===== config.mk =====
export PLATFORM = sky130hd
export DESIGN_NAME = imuobs_cfg
export DESIGN_NICKNAME = d
export VERILOG_FILES = /design/src/rtl/core/imuobs_pkg.sv /design/src/rtl/core/imuobs_cfg.sv
export SDC_FILE = /design/constraint.sdc
export NUM_CORES = 1
export LEC_CHECK = 0
export BUFFER_PORTS_ARGS = -buffer_cell sky130_fd_sc_hd__buf_4
export CORE_UTILIZATION = 45
export CTS_BUF_LIST = sky130_fd_sc_hd__clkbuf_16
export CTS_CLUSTER_DIAMETER = 80
export DETAILED_ROUTE_END_ITERATION = 8
export PLACE_DENSITY = 0.73
export SYNTH_ARGS = -nofsm -noshare
export SYNTH_HDL_FRONTEND = slang
export SYNTH_SLANG_ARGS = --single-unit
export TNS_END_PERCENT = 1

===== constraint.sdc =====
create_clock -name i_clk -period 1.65 [get_ports i_clk]
set_input_delay 0.0825 -clock i_clk [delete_from_list [all_inputs] [get_ports i_clk]]
set_output_delay 0.0825 -clock i_clk [all_outputs]
set_load 0.02 [all_outputs]

===== src/rtl/core/imuobs_pkg.sv =====
// Shared types, register codes and the microprogram of the IMU bias observer.
// Used by every module under rtl/core; depends on nothing else.

package imuobs_pkg;

    typedef struct packed {
        logic signed [31:0] accel_x;
        logic signed [31:0] accel_y;
        logic signed [31:0] accel_z;
        logic signed [31:0] rate_x;
        logic signed [31:0] rate_y;
        logic signed [31:0] rate_z;
    } t_in;

    typedef struct packed {
        logic signed [31:0] est_accel_x;
        logic signed [31:0] est_accel_y;
        logic signed [31:0] est_accel_z;
        logic signed [31:0] accel_bias_x;
        logic signed [31:0] accel_bias_y;
        logic signed [31:0] accel_bias_z;
        logic signed [31:0] rate_bias_x;
        logic signed [31:0] rate_bias_y;
        logic signed [31:0] rate_bias_z;
        logic signed [31:0] offset_bias_x;
        logic signed [31:0] offset_bias_y;
        logic signed [31:0] offset_bias_z;
    } t_out;

    localparam int CFG_W    = 31;
    localparam int PADDR_W  = 5;

    typedef enum logic [2:0] {
        REG_GAIN_EST         = 3'd0,
        REG_GAIN_ACC_BIAS    = 3'd1,
        REG_GAIN_RATE_BIAS   = 3'd2,
        REG_GAIN_OFFSET_BIAS = 3'd3,
        REG_STEP_TIME        = 3'd4
    } t_reg;

    typedef struct packed {
        logic [CFG_W-1:0] gain_est;
        logic [CFG_W-1:0] gain_acc_bias;
        logic [CFG_W-1:0] gain_rate_bias;
        logic [CFG_W-1:0] gain_offset_bias;
        logic [CFG_W-1:0] step_time;
    } t_cfg;

    // Operand sources and writeback targets of the shared unit
    typedef enum logic [5:0] {
        SEL_ZERO, SEL_ONE,
        SEL_K1, SEL_K2, SEL_K3, SEL_K4, SEL_ST,
        SEL_A0, SEL_A1, SEL_A2,
        SEL_W0, SEL_W1, SEL_W2,
        SEL_E0, SEL_E1, SEL_E2,
        SEL_BA0, SEL_BA1, SEL_BA2,
        SEL_BW0, SEL_BW1, SEL_BW2,
        SEL_BZ0, SEL_BZ1, SEL_BZ2,
        SEL_DA0, SEL_DA1, SEL_DA2,
        SEL_DE0, SEL_DE1, SEL_DE2,
        SEL_T0, SEL_T1, SEL_T2
    } t_sel;

    typedef struct packed {
        t_sel src_a;
        t_sel src_b;
        logic clr;
        logic neg;
        logic wb;
        t_sel dest;
    } t_uop;

    typedef struct packed {
        logic               en;
        t_sel               dest;
        logic signed [31:0] data;
    } t_wb;

    localparam int UCODE_LEN = 84;
    localparam int PC_W      = $clog2(UCODE_LEN);

    typedef struct packed {
        logic cap;
        logic init;
        logic issue;
        logic load_out;
        t_uop uop;
    } t_seq_ctl;

    localparam logic signed [63:0] SAT_MAX = 64'sd2147483647;
    localparam logic signed [63:0] SAT_MIN = -64'sd2147483648;

    function automatic t_uop mk(t_sel a, t_sel b, logic clr, logic neg, logic wb, t_sel dest);
        t_uop u;
        u.src_a = a;
        u.src_b = b;
        u.clr   = clr;
        u.neg   = neg;
        u.wb    = wb;
        u.dest  = dest;
        return u;
    endfunction

    // Each step: acc = (clr ? 0 : acc) +/- floor(a*b); write sat(acc) to dest when wb.
    // A value written by one step is read no earlier than two steps later.
    function automatic t_uop ucode(logic [PC_W-1:0] pc);
        t_uop u;
        case (pc)
            // da = e - a
            0:  u = mk(SEL_E0,  SEL_ONE, 1'b1, 1'b0, 1'b0, SEL_ZERO);
            1:  u = mk(SEL_A0,  SEL_ONE, 1'b0, 1'b1, 1'b1, SEL_DA0);
            2:  u = mk(SEL_E1,  SEL_ONE, 1'b1, 1'b0, 1'b0, SEL_ZERO);
            3:  u = mk(SEL_A1,  SEL_ONE, 1'b0, 1'b1, 1'b1, SEL_DA1);
            4:  u = mk(SEL_E2,  SEL_ONE, 1'b1, 1'b0, 1'b0, SEL_ZERO);
            5:  u = mk(SEL_A2,  SEL_ONE, 1'b0, 1'b1, 1'b1, SEL_DA2);
            // de x: w x e, w x ba, a x bw, then the five-term sum
            6:  u = mk(SEL_W1,  SEL_E2,  1'b1, 1'b0, 1'b0, SEL_ZERO);
            7:  u = mk(SEL_W2,  SEL_E1,  1'b0, 1'b1, 1'b1, SEL_T0);
            8:  u = mk(SEL_W1,  SEL_BA2, 1'b1, 1'b0, 1'b0, SEL_ZERO);
            9:  u = mk(SEL_W2,  SEL_BA1, 1'b0, 1'b1, 1'b1, SEL_T1);
            10: u = mk(SEL_A1,  SEL_BW2, 1'b1, 1'b0, 1'b0, SEL_ZERO);
            11: u = mk(SEL_A2,  SEL_BW1, 1'b0, 1'b1, 1'b1, SEL_T2);
            12: u = mk(SEL_T0,  SEL_ONE, 1'b1, 1'b1, 1'b0, SEL_ZERO);
            13: u = mk(SEL_T1,  SEL_ONE, 1'b0, 1'b0, 1'b0, SEL_ZERO);
            14: u = mk(SEL_T2,  SEL_ONE, 1'b0, 1'b1, 1'b0, SEL_ZERO);
            15: u = mk(SEL_BZ0, SEL_ONE, 1'b0, 1'b1, 1'b0, SEL_ZERO);
            16: u = mk(SEL_K1,  SEL_DA0, 1'b0, 1'b1, 1'b1, SEL_DE0);
            // de y
            17: u = mk(SEL_W2,  SEL_E0,  1'b1, 1'b0, 1'b0, SEL_ZERO);
            18: u = mk(SEL_W0,  SEL_E2,  1'b0, 1'b1, 1'b1, SEL_T0);
            19: u = mk(SEL_W2,  SEL_BA0, 1'b1, 1'b0, 1'b0, SEL_ZERO);
            20: u = mk(SEL_W0,  SEL_BA2, 1'b0, 1'b1, 1'b1, SEL_T1);
            21: u = mk(SEL_A2,  SEL_BW0, 1'b1, 1'b0, 1'b0, SEL_ZERO);
            22: u = mk(SEL_A0,  SEL_BW2, 1'b0, 1'b1, 1'b1, SEL_T2);
            23: u = mk(SEL_T0,  SEL_ONE, 1'b1, 1'b1, 1'b0, SEL_ZERO);
            24: u = mk(SEL_T1,  SEL_ONE, 1'b0, 1'b0, 1'b0, SEL_ZERO);
            25: u = mk(SEL_T2,  SEL_ONE, 1'b0, 1'b1, 1'b0, SEL_ZERO);
            26: u = mk(SEL_BZ1, SEL_ONE, 1'b0, 1'b1, 1'b0, SEL_ZERO);
            27: u = mk(SEL_K1,  SEL_DA1, 1'b0, 1'b1, 1'b1, SEL_DE1);
            // de z
            28: u = mk(SEL_W0,  SEL_E1,  1'b1, 1'b0, 1'b0, SEL_ZERO);
            29: u = mk(SEL_W1,  SEL_E0,  1'b0, 1'b1, 1'b1, SEL_T0);
            30: u = mk(SEL_W0,  SEL_BA1, 1'b1, 1'b0, 1'b0, SEL_ZERO);
            31: u = mk(SEL_W1,  SEL_BA0, 1'b0, 1'b1, 1'b1, SEL_T1);
            32: u = mk(SEL_A0,  SEL_BW1, 1'b1, 1'b0, 1'b0, SEL_ZERO);
            33: u = mk(SEL_A1,  SEL_BW0, 1'b0, 1'b1, 1'b1, SEL_T2);
            34: u = mk(SEL_T0,  SEL_ONE, 1'b1, 1'b1, 1'b0, SEL_ZERO);
            35: u = mk(SEL_T1,  SEL_ONE, 1'b0, 1'b0, 1'b0, SEL_ZERO);
            36: u = mk(SEL_T2,  SEL_ONE, 1'b0, 1'b1, 1'b0, SEL_ZERO);
            37: u = mk(SEL_BZ2, SEL_ONE, 1'b0, 1'b1, 1'b0, SEL_ZERO);
            38: u = mk(SEL_K1,  SEL_DA2, 1'b0, 1'b1, 1'b1, SEL_DE2);
            // e += dt * de
            39: u = mk(SEL_E0,  SEL_ONE, 1'b1, 1'b0, 1'b0, SEL_ZERO);
            40: u = mk(SEL_ST,  SEL_DE0, 1'b0, 1'b0, 1'b1, SEL_E0);
            41: u = mk(SEL_E1,  SEL_ONE, 1'b1, 1'b0, 1'b0, SEL_ZERO);
            42: u = mk(SEL_ST,  SEL_DE1, 1'b0, 1'b0, 1'b1, SEL_E1);
            43: u = mk(SEL_E2,  SEL_ONE, 1'b1, 1'b0, 1'b0, SEL_ZERO);
            44: u = mk(SEL_ST,  SEL_DE2, 1'b0, 1'b0, 1'b1, SEL_E2);
            // accel bias: w x da, times k2, integrate
            45: u = mk(SEL_W1,  SEL_DA2, 1'b1, 1'b0, 1'b0, SEL_ZERO);
            46: u = mk(SEL_W2,  SEL_DA1, 1'b0, 1'b1, 1'b1, SEL_T0);
            47: u = mk(SEL_W2,  SEL_DA0, 1'b1, 1'b0, 1'b0, SEL_ZERO);
            48: u = mk(SEL_W0,  SEL_DA2, 1'b0, 1'b1, 1'b1, SEL_T1);
            49: u = mk(SEL_W0,  SEL_DA1, 1'b1, 1'b0, 1'b0, SEL_ZERO);
            50: u = mk(SEL_W1,  SEL_DA0, 1'b0, 1'b1, 1'b1, SEL_T2);
            51: u = mk(SEL_K2,  SEL_T0,  1'b1, 1'b0, 1'b1, SEL_T0);
            52: u = mk(SEL_K2,  SEL_T1,  1'b1, 1'b0, 1'b1, SEL_T1);
            53: u = mk(SEL_K2,  SEL_T2,  1'b1, 1'b0, 1'b1, SEL_T2);
            54: u = mk(SEL_BA0, SEL_ONE, 1'b1, 1'b0, 1'b0, SEL_ZERO);
            55: u = mk(SEL_ST,  SEL_T0,  1'b0, 1'b0, 1'b1, SEL_BA0);
            56: u = mk(SEL_BA1, SEL_ONE, 1'b1, 1'b0, 1'b0, SEL_ZERO);
            57: u = mk(SEL_ST,  SEL_T1,  1'b0, 1'b0, 1'b1, SEL_BA1);
            58: u = mk(SEL_BA2, SEL_ONE, 1'b1, 1'b0, 1'b0, SEL_ZERO);
            59: u = mk(SEL_ST,  SEL_T2,  1'b0, 1'b0, 1'b1, SEL_BA2);
            // gyro bias: a x da, times -k3, integrate
            60: u = mk(SEL_A1,  SEL_DA2, 1'b1, 1'b0, 1'b0, SEL_ZERO);
            61: u = mk(SEL_A2,  SEL_DA1, 1'b0, 1'b1, 1'b1, SEL_T0);
            62: u = mk(SEL_A2,  SEL_DA0, 1'b1, 1'b0, 1'b0, SEL_ZERO);
            63: u = mk(SEL_A0,  SEL_DA2, 1'b0, 1'b1, 1'b1, SEL_T1);
            64: u = mk(SEL_A0,  SEL_DA1, 1'b1, 1'b0, 1'b0, SEL_ZERO);
            65: u = mk(SEL_A1,  SEL_DA0, 1'b0, 1'b1, 1'b1, SEL_T2);
            66: u = mk(SEL_K3,  SEL_T0,  1'b1, 1'b1, 1'b1, SEL_T0);
            67: u = mk(SEL_K3,  SEL_T1,  1'b1, 1'b1, 1'b1, SEL_T1);
            68: u = mk(SEL_K3,  SEL_T2,  1'b1, 1'b1, 1'b1, SEL_T2);
            69: u = mk(SEL_BW0, SEL_ONE, 1'b1, 1'b0, 1'b0, SEL_ZERO);
            70: u = mk(SEL_ST,  SEL_T0,  1'b0, 1'b0, 1'b1, SEL_BW0);
            71: u = mk(SEL_BW1, SEL_ONE, 1'b1, 1'b0, 1'b0, SEL_ZERO);
            72: u = mk(SEL_ST,  SEL_T1,  1'b0, 1'b0, 1'b1, SEL_BW1);
            73: u = mk(SEL_BW2, SEL_ONE, 1'b1, 1'b0, 1'b0, SEL_ZERO);
            74: u = mk(SEL_ST,  SEL_T2,  1'b0, 1'b0, 1'b1, SEL_BW2);
            // offset bias: k4 * da, integrate
            75: u = mk(SEL_K4,  SEL_DA0, 1'b1, 1'b0, 1'b1, SEL_T0);
            76: u = mk(SEL_K4,  SEL_DA1, 1'b1, 1'b0, 1'b1, SEL_T1);
            77: u = mk(SEL_K4,  SEL_DA2, 1'b1, 1'b0, 1'b1, SEL_T2);
            78: u = mk(SEL_BZ0, SEL_ONE, 1'b1, 1'b0, 1'b0, SEL_ZERO);
            79: u = mk(SEL_ST,  SEL_T0,  1'b0, 1'b0, 1'b1, SEL_BZ0);
            80: u = mk(SEL_BZ1, SEL_ONE, 1'b1, 1'b0, 1'b0, SEL_ZERO);
            81: u = mk(SEL_ST,  SEL_T1,  1'b0, 1'b0, 1'b1, SEL_BZ1);
            82: u = mk(SEL_BZ2, SEL_ONE, 1'b1, 1'b0, 1'b0, SEL_ZERO);
            83: u = mk(SEL_ST,  SEL_T2,  1'b0, 1'b0, 1'b1, SEL_BZ2);
            default: u = mk(SEL_ZERO, SEL_ZERO, 1'b1, 1'b0, 1'b0, SEL_ZERO);
        endcase
        return u;
    endfunction

endpackage


===== src/rtl/core/imuobs_cfg.sv =====
// APB-style configuration registers of the IMU bias observer.
// Depends on imuobs_pkg for the register codes and the t_cfg struct.

module imuobs_cfg
    import imuobs_pkg::*;
(
    input  logic               i_clk,
    input  logic               i_rst_n,
    input  logic               psel,
    input  logic               penable,
    input  logic               pwrite,
    input  logic [PADDR_W-1:0] paddr,
    input  logic [31:0]        pwdata,
    output logic [31:0]        prdata,
    output logic               pready,
    output t_cfg               o_cfg
);

    t_cfg r_cfg;
    t_reg idx;
    logic wr_en;

    assign idx    = t_reg'(paddr[PADDR_W-1:2]);
    assign wr_en  = psel && penable && pwrite;
    assign pready = 1'b1;
    assign o_cfg  = r_cfg;

    always_ff @(posedge i_clk) begin
        if (!i_rst_n) begin
            r_cfg.gain_est         <= CFG_W'(65536);
            r_cfg.gain_acc_bias    <= CFG_W'(65536);
            r_cfg.gain_rate_bias   <= CFG_W'(65536);
            r_cfg.gain_offset_bias <= CFG_W'(65536);
            r_cfg.step_time        <= CFG_W'(66);
        end else if (wr_en) begin
            unique case (idx)
                REG_GAIN_EST:         r_cfg.gain_est         <= pwdata[CFG_W-1:0];
                REG_GAIN_ACC_BIAS:    r_cfg.gain_acc_bias    <= pwdata[CFG_W-1:0];
                REG_GAIN_RATE_BIAS:   r_cfg.gain_rate_bias   <= pwdata[CFG_W-1:0];
                REG_GAIN_OFFSET_BIAS: r_cfg.gain_offset_bias <= pwdata[CFG_W-1:0];
                REG_STEP_TIME:        r_cfg.step_time        <= pwdata[CFG_W-1:0];
                default: ;
            endcase
        end
    end

    always_comb begin
        unique case (idx)
            REG_GAIN_EST:         prdata = {1'b0, r_cfg.gain_est};
            REG_GAIN_ACC_BIAS:    prdata = {1'b0, r_cfg.gain_acc_bias};
            REG_GAIN_RATE_BIAS:   prdata = {1'b0, r_cfg.gain_rate_bias};
            REG_GAIN_OFFSET_BIAS: prdata = {1'b0, r_cfg.gain_offset_bias};
            REG_STEP_TIME:        prdata = {1'b0, r_cfg.step_time};
            default:              prdata = '0;
        endcase
    end

endmodule


==> impl_metrics.json, run 1 <==
{
  "antenna_left": 0,
  "ys_ff_latch": 155,
  "fin_crit_ps": 1560,
  "synthDistinctLibCells": 24,
  "path_cells": "mux2_2, a22oi_1, o22ai_1, buf_4",
  "crit_type": "flip-flop to output port",
  "synthMuxAreaShare": 0.278,
  "cp_top_family": "flip-flops",
  "gp_congestion": 0.789,
  "die_w_um": 125,
  "multi_input_area_sq_mm": 0.00345,
  "drc": 12,
  "avgSynthCellArea_sq_um": 9.75,
  "synth_fa_ha_area_frac": 0,
  "setup_viol": 0,
  "ff2ff_path_depth": 2,
  "reg2reg_slack_ps": 980,
  "status": "finished with violations",
  "cts-resized-gates": 0,
  "synth-xor-area-share": 0,
  "max_freq_ghz": 0.642,
  "vias_per_cell": 5.48,
  "synth_top_family_by_area": "multiplexers",
  "clock-sinks": 155,
  "cts_max_level": 4,
  "critPathSlowestCell": "dfxtp_1",
  "cts-root-buf": "clkbuf_16",
  "dp_hpwl_um": 13600,
  "slew_viol_final": 0,
  "grt_pass1_wl_um": 31400,
  "violations": "DRC",
  "syn-num-nets": 744,
  "hold_viol": 0,
  "p_per_area_mw_per_mm2": 879,
  "regArea_sq_mm": 0.00310,
  "grt_antenna_before_repair": 0,
  "fin_skew_ps": 0,
  "overflow": 0,
  "start_util": 0.465,
  "synth_edf_count": 0,
  "fin_crit_sh": 0.944,
  "fp.coreArea_sq_mm": 0.0147,
  "drt-total-wl_um": 20200,
  "cp_slowest_stage_delay_ps": 330,
  "clkLatencyLatePin_ps": 410,
  "arrival_ps": 1470,
  "cts_buffers": 17,
  "reg2reg_from": "o_cfg[27]",
  "routed-via-count": 6119,
  "avgRoutedWirePerCell_um": 18.1,
  "clkTransAtPathRegs_ps": 60,
  "area_growth_pct": 38.7,
  "instances_no_fill": 1117,
  "worstSetupStartpointType": "flip-flop",
  "finalSetupTns_ps": 0,
  "min-delay-start": "pwdata[27]",
  "clockBufferDepth": 2,
  "num-nets-final": 963,
  "holdPathStages": 3,
  "yosys.area.top_type_share": 0.454,
  "rr_endpoint": "o_cfg[27]",
  "antennaDiodeCount": 0,
  "cts_tree": "built",
  "place_area_sq_mm": 0.00887,
  "fp.dieArea_sq_mm": 0.0157,
  "dp.cells": 1083,
  "num_io_pins": 230,
  "drv_cap": 0,
  "worst_slack_ps": 93.1,
  "min_path_type": "input port to flip-flop",
  "synth_cells": 702,
  "power_leakage_uw": 0.00379,
  "synthFlopType": "dfxtp_1",
  "largest_register_ffs": 155,
  "async_reset_ff_frac": 0,
  "netlist_area_sq_mm": 0.00684,
  "worst_ir_drop_vdd_mv": 0.668,
  "synth-warning-count": 0,
  "fillers": 1220,
  "grt.total_usage": 0.255,
  "final_area_sq_mm": 0.00949,
  "yosysSeqAreaShare": 0.454,
  "critical_path_required_ps": 1570,
  "path_max_fanout": 3,
  "cp-end-kind": "output port",
  "holdWs_ps": 26.1,
  "synth_area_leaders": "dfxtp_1 (45%), mux2i_1 (23%), nand2_1 (9.9%)",
  "whs_endpoint": "o_cfg[151]",
  "drtIter0Drc": 341,
  "place_ws_ps": 238,
  "rsz0062_at_grt": "false",
  "port_buffers": 224,
  "cp.buffers_inverters": 1,
  "num_rows": 44,
  "drt_first_pass_iters": 7,
  "synth_simple_gate_area_frac": 0.125,
  "synth_compound_area_frac": 0.0958,
  "grt_pass1_vias": 5835,
  "grt_max_degree": 86,
  "yosysTopAreaCell": "dfxtp_1",
  "drive_above_1_share": 0.347,
  "postCtsSetupRepairBufs": 0,
  "die_h_um": 125
}
==> synth_stat cells, types with 2 or more instances <==
library cell  instances
mux2_2               31
buf_1                 8
clkbuf_1             26
buf_4                11
nor2b_1              11
mux2i_1             155
a22oi_1              60
nor3_2                3
nand2_1             181
conb_1                2
dfxtp_1             155
o22ai_1              31
buf_2                15
buf_6                 3
==> layout by cell type (no fill, tap or decap), drive strengths merged, types with 5 or more instances in the layout <==
cell type | synthesis | routed
clkinv | 0 | 5
inv | 1 | 6
mux2i | 155 | 155
buf | 37 | 260
o22ai | 31 | 31
mux2 | 31 | 31
a22oi | 60 | 60
nand2 | 181 | 181
nor2b | 11 | 11
clkbuf | 26 | 17
dfxtp | 155 | 155
==> routing by layer <==
layer,part of all wire,GRT usage,vias up
met2,0.48,0.424,228
met5,0,0,-
met4,0.012,0.0825,0
met3,0.082,0.0736,21
li1,-,-,2903
met1,0.43,0.319,2967
==> worst reg2reg max path, stage by stage (launching register included) <==
cell and delay [ps]:
dfxtp_1 390, nand2_1 70, mux2i_1 130
==> how the worst max path moves through the flow <==
stage	from	cells after the start	end	slack [ps]
3_5_place_dp	paddr[2]	6	prdata[7]	240
4_1_cts	o_cfg[82]	4	prdata[20]	80
2_1_floorplan	paddr[4]	5	prdata[1]	350
5_1_grt	o_cfg[37]	4	prdata[6]	30
3_3_place_gp	paddr[2]	6	prdata[16]	230
6_report	o_cfg[57]	4	prdata[26]	90
==> logic make-up (layout without fill, tap and decap cells) <==
logic type	count (synthesis)	count (layout)
compound gates	93	93
mux	186	186
buf+inv	64	295
flops	155	155
simple gates	202	202
other cells	2	2
==> layout make-up <==
class	instances	share of cell area
multi-input cells	483	0.364
flip-flops and latches	155	0.327
repair buffers	263	0.222
clock buffers	17	0.0448
well taps	184	0.0243
clock inverters	14	0.0174
inverters	1	0.000396
==> report_power, final <==
part,total [uW],switching [uW],internal (uW)
Clock,3920,1440,2480
Combinational,629,388,241
Sequential,3800,24.1,3770
==> metrics by stage <==
stage	util	total power (uW)
finish	0.645	8340
floorplan	-	4210
global placement	0.603	4490
global route	0.645	8600
CTS	0.645	8390
detailed placement	0.603	4500
==> what timing repair did <==
action | CTS | global route
endpoints found under the setup margin | 0 | 0
hold buffers | 3 | 0
endpoints found under the hold margin | 7 | 0
No activity file was read; power rests on OpenSTA's default activity.
==> run 2, diff against run 1 <==
--- a/constraint.sdc
+++ b/constraint.sdc
@@ -3,2 +3,2 @@
 set_output_delay 0.0825 -clock i_clk [all_outputs]
-set_load 0.02 [all_outputs]
+set_load 0.05 [all_outputs]
==> impl_metrics.json, run 2 (synthesis results as in run 1) <==
{
  "crit_type": "flip-flop to output port",
  "clock-sinks": 155,
  "drive_above_1_share": 0.350,
  "cts_buffers": 17,
  "sw_frac_of_total": 0.232,
  "vias_per_cell": 5.46,
  "cp.buffers_inverters": 1,
  "hold_viol": 0,
  "p_clk_frac": 0.465,
  "clkLatencyLatePin_ps": 420,
  "area_growth_pct": 38.8,
  "p_per_area_mw_per_mm2": 890,
  "avgRoutedWirePerCell_um": 18.3,
  "drtIter0Drc": 496,
  "start_util": 0.465,
  "fin_crit_ps": 1600,
  "overflow": 0,
  "worstSetupStartpointType": "flip-flop",
  "die_h_um": 125,
  "routed-via-count": 6088,
  "gp_congestion": 0.762,
  "antennaDiodeCount": 0,
  "path_cells": "mux2_2, a22oi_1, o22ai_2, buf_4",
  "seq_power_share": 0.449,
  "num_io_pins": 230,
  "cp_top_family": "flip-flops",
  "critical_path_required_ps": 1570,
  "path_max_fanout": 3,
  "layout_commonest_cell": "buf_4",
  "grt_antenna_before_repair": 0,
  "p_switching_uw": 1960,
  "postCtsSetupRepairBufs": 0,
  "fp.dieArea_sq_mm": 0.0157,
  "fin_skew_ps": 0,
  "drc": 12,
  "rsz0062_at_grt": "true",
  "grt.total_usage": 0.260,
  "most-common-layout-cells": "buf_4 (250), nand2_1 (181), mux2i_1 (155), dfxtp_1 (155), a22oi_1 (58)",
  "drt-total-wl_um": 20400,
  "setup_viol": 0,
  "final_area_sq_mm": 0.00950,
  "drv_cap": 0,
  "fp.coreArea_sq_mm": 0.0147,
  "grt_pass1_vias": 5755,
  "dp_hpwl_um": 13900,
  "port_buffers": 224,
  "slew_viol_final": 0,
  "num-nets-final": 962,
  "cp_slowest_stage_delay_ps": 330,
  "max_freq_ghz": 0.626,
  "worst_ir_drop_vdd_mv": 0.658,
  "place_area_sq_mm": 0.00886,
  "antenna_left": 0,
  "clockBufferDepth": 2,
  "min_path_type": "input port to flip-flop",
  "status": "finished with violations",
  "die_w_um": 125,
  "power_leakage_uw": 0.00378,
  "combPwrFrac": 0.086,
  "cts_tree": "built",
  "largest_register_ffs": 155,
  "holdWs_ps": 22.6,
  "grt_pass1_wl_um": 31800,
  "fin_crit_sh": 0.969,
  "cts-root-buf": "clkbuf_16",
  "cts_max_level": 4,
  "cp-end-kind": "output port",
  "grt_max_degree": 75,
  "critPathSlowestCell": "dfxtp_1",
  "num_rows": 44,
  "worst_slack_ps": 51.7,
  "drt_first_pass_iters": 7,
  "place_ws_ps": 199,
  "violations": "DRC",
  "clkTransAtPathRegs_ps": 60,
  "finalSetupTns_ps": 0,
  "arrival_ps": 1520,
  "power.internal_uw": 6490
}
## run 2: changes by cell type in the layout (fill, tap and decap cells not counted), sizes merged
cell / before / now
buf: 260 / 259
clkinvlp: 0 / 1
inv: 6 / 4
clkinv: 5 / 6
## run 2: timing repair
action | in CTS | in global routing
setup endpoints to repair | 0 | 3
hold buffers | 3 | 0
resized for setup | 0 | 3
hold endpoints to repair | 7 | 0
## run 2: worst paths after layout
| path | start | end | slack [ps] | cells past startpoint |
|---|---|---|---|---|
| hold / removal | pwdata[3] | o_cfg[96] | 20 | 3 |
| hold reg to reg | o_cfg[37] | o_cfg[37] | 470 | 2 |
| setup / recovery | o_cfg[56] | prdata[25] | 50 | 4 |
| setup reg to reg | o_cfg[133] | o_cfg[133] | 950 | 2 |
## run 2: area by class of cell
type	count	area [sq um]
Inverter	1	3.75
Clock inverter	14	163
Tap cell	184	230
Timing Repair Buffer	262	2090
Clock buffer	17	425
Fill cell	1219	5200
Multi-Input combinational cell	483	3480
Sequential cell	155	3100
## run 2: power groups by stage
| stage | logic (uW) | clock network (uW) | registers [uW] |
|---|---|---|---|
| 6_report | 725 | 3930 | 3800 |
| 5_1_grt | 764 | 4150 | 3800 |
| 4_1_cts | 719 | 3980 | 3800 |
| 3_5_place_dp | 711 | 0 | 3880 |
| 3_3_place_gp | 705 | 0 | 3880 |
| 2_1_floorplan | 333 | 0 | 3970 |
## run 2: stage by stage
| stage | std cells | power [uW] | utilization |
|---|---|---|---|
| final | 1116 | 8450 | 0.646 |
| after global routing | 1116 | 8710 | 0.646 |
| after global placement | 1082 | 4580 | 0.603 |
| after detailed placement | 1082 | 4590 | 0.603 |
| after floorplan | 702 | 4300 | - |
| after CTS | 1116 | 8490 | 0.645 |
## run 2: worst reg2reg max path, delay by kind of cell (launching register included)
family	cells	cell delay, ps
DFF	1	390
muxes	1	150
and+or+nand+nor	1	70
## run 2: layer usage
layer | track usage | up-vias | routed length, um
met4 | 0.0954 | 0 | 318
met3 | 0.0655 | 25 | 1470
met1 | 0.339 | 2914 | 9040
li1 | - | 2905 | -
met2 | 0.414 | 244 | 9590
met5 | 0 | - | 0
==> run 3, diff against run 2 <==
PLACE_DENSITY = 0.75   (was 0.73)
clock period = 1.4 ns   (was 1.65 ns; I/O delays follow)
==> impl_metrics.json, run 3 (synthesis results as in run 1) <==
{
  "cts-root-buf": "clkbuf_16",
  "largest_register_ffs": 155,
  "num_io_pins": 230,
  "port_buffers": 224,
  "drive_above_1_share": 0.476,
  "drc": 14,
  "die_h_um": 125,
  "cp-end-kind": "output port",
  "power_leakage_uw": 0.00401,
  "utilization": 0.698,
  "grt_max_degree": 57,
  "wl_met2_um": 10400,
  "top_layer_used": "met4",
  "routed-wl-met3_um": 1510,
  "area_growth_pct": 50.0,
  "worstSetupStartpointType": "flip-flop",
  "place_area_sq_mm": 0.00923,
  "clkTransAtPathRegs_ps": 60,
  "p_per_area_mw_per_mm2": 1010,
  "status": "finished with violations",
  "fin_skew_ps": 0,
  "drtIter0Drc": 383,
  "cts_tree": "built",
  "layout_commonest_cell": "buf_4",
  "cts_max_level": 4,
  "dp_hpwl_um": 14300,
  "crit_type": "flip-flop to output port",
  "worst_slack_ps": -130,
  "drt-met1-wl_um": 8910,
  "grt.total_usage": 0.269,
  "fillers": 1101,
  "holdWs_ps": 8.60,
  "multi_input_area_sq_mm": 0.00382,
  "setup_viol": 31,
  "critical_path_required_ps": 1330,
  "fin_crit_sh": 1.09,
  "clock-sinks": 155,
  "min_path_type": "input port to flip-flop",
  "grt_pass1_wl_um": 32900,
  "cts_buffers": 17,
  "drv_cap": 0,
  "clockBufferDepth": 2,
  "fin_crit_ps": 1530,
  "start_util": 0.465,
  "grt_pass1_vias": 6054,
  "vias_per_cell": 5.44,
  "gp_congestion": 0.774,
  "most-common-layout-cells": "buf_4 (215), nand2_1 (181), mux2i_1 (155)",
  "fp.coreArea_sq_mm": 0.0147,
  "antenna_left": 0,
  "hold_viol": 0,
  "num-nets-final": 970,
  "max_freq_ghz": 0.654,
  "grt_antenna_before_repair": 0,
  "fp.dieArea_sq_mm": 0.0157,
  "num_rows": 44,
  "drt-total-wl_um": 21200,
  "antennaDiodeCount": 0,
  "overflow": 0,
  "worst_ir_drop_vdd_mv": 0.804,
  "slew_viol_final": 0,
  "violations": "DRC, setup timing",
  "die_w_um": 125,
  "avgRoutedWirePerCell_um": 18.9,
  "path_max_fanout": 3,
  "regArea_sq_mm": 0.00317,
  "arrival_ps": 1460,
  "clkLatencyLatePin_ps": 420,
  "final_area_sq_mm": 0.0103,
  "p_total_uw": 10300,
  "routed-via-count": 6116,
  "drt_first_pass_iters": 7,
  "rsz0062_at_grt": "true"
}
-- run 3: cell types whose count changed in the layout (fill, tap and decap cells not counted), sizes merged --
| cell | before | now |
|---|---|---|
| bufinv | 4 | 5 |
| clkinvlp | 1 | 2 |
| inv | 4 | 3 |
| buf | 259 | 267 |
-- run 3: report_power, final --
group          internal [uW]  switching [uW]  total, uW  leakage (uW)
Sequential              4450            29.9       4470       0.00127
Combinational            344             608        952       0.00243
Clock                   3130            1790       4920      0.000307
Total                   7920            2430      10300       0.00401
-- run 3: area by class of cell --
cell class | count | area share
repair buffers | 270 | 0.235
clock buffers | 17 | 0.0414
clock inverters | 15 | 0.0199
inverters | 1 | 0.000366
flip-flops and latches | 155 | 0.309
multi-input cells | 483 | 0.372
well taps | 184 | 0.0224
-- run 3: worst paths after layout --
check,from,to,slack [ps],cells past startpoint
max,o_cfg[78],prdata[16],-130,4
min,pwdata[5],o_cfg[67],9,3
max reg2reg,o_cfg[7],o_cfg[7],700,2
min reg2reg,o_cfg[45],o_cfg[45],460,2
-- run 3: worst max-delay path: stages (launching register included) --
cell	delay (ps)
dfxtp_2	330
mux2_2	270
a22oi_2	190
o22ai_4	90
buf_6	170
-- run 3: per-stage QoR --
step                std cells  setup slack [ps]  setup TNS [ps]
floorplan                 702             -82.4           -2450
global placement         1085              77.6               0
CTS                      1122              -149           -3050
global route             1125              -180           -4320
detailed placement       1085              59.3               0
finish                   1125              -130           -2740
-- run 3: metal layers --
layer | up-vias | track usage
met5 | - | 0
met4 | 0 | 0.101
met3 | 34 | 0.0787
met2 | 221 | 0.456
met1 | 2945 | 0.321
li1 | 2916 | -
-- run 3: what timing repair did --
item / in CTS / in global routing
gates resized for setup: 103 / 11
endpoints found under the hold margin: 9 / 0
gates cloned: 0 / 0
pin swaps: 28 / 5
setup endpoints to repair: 31 / 31
hold buffers: 3 / 0
setup buffers: 2 / 3
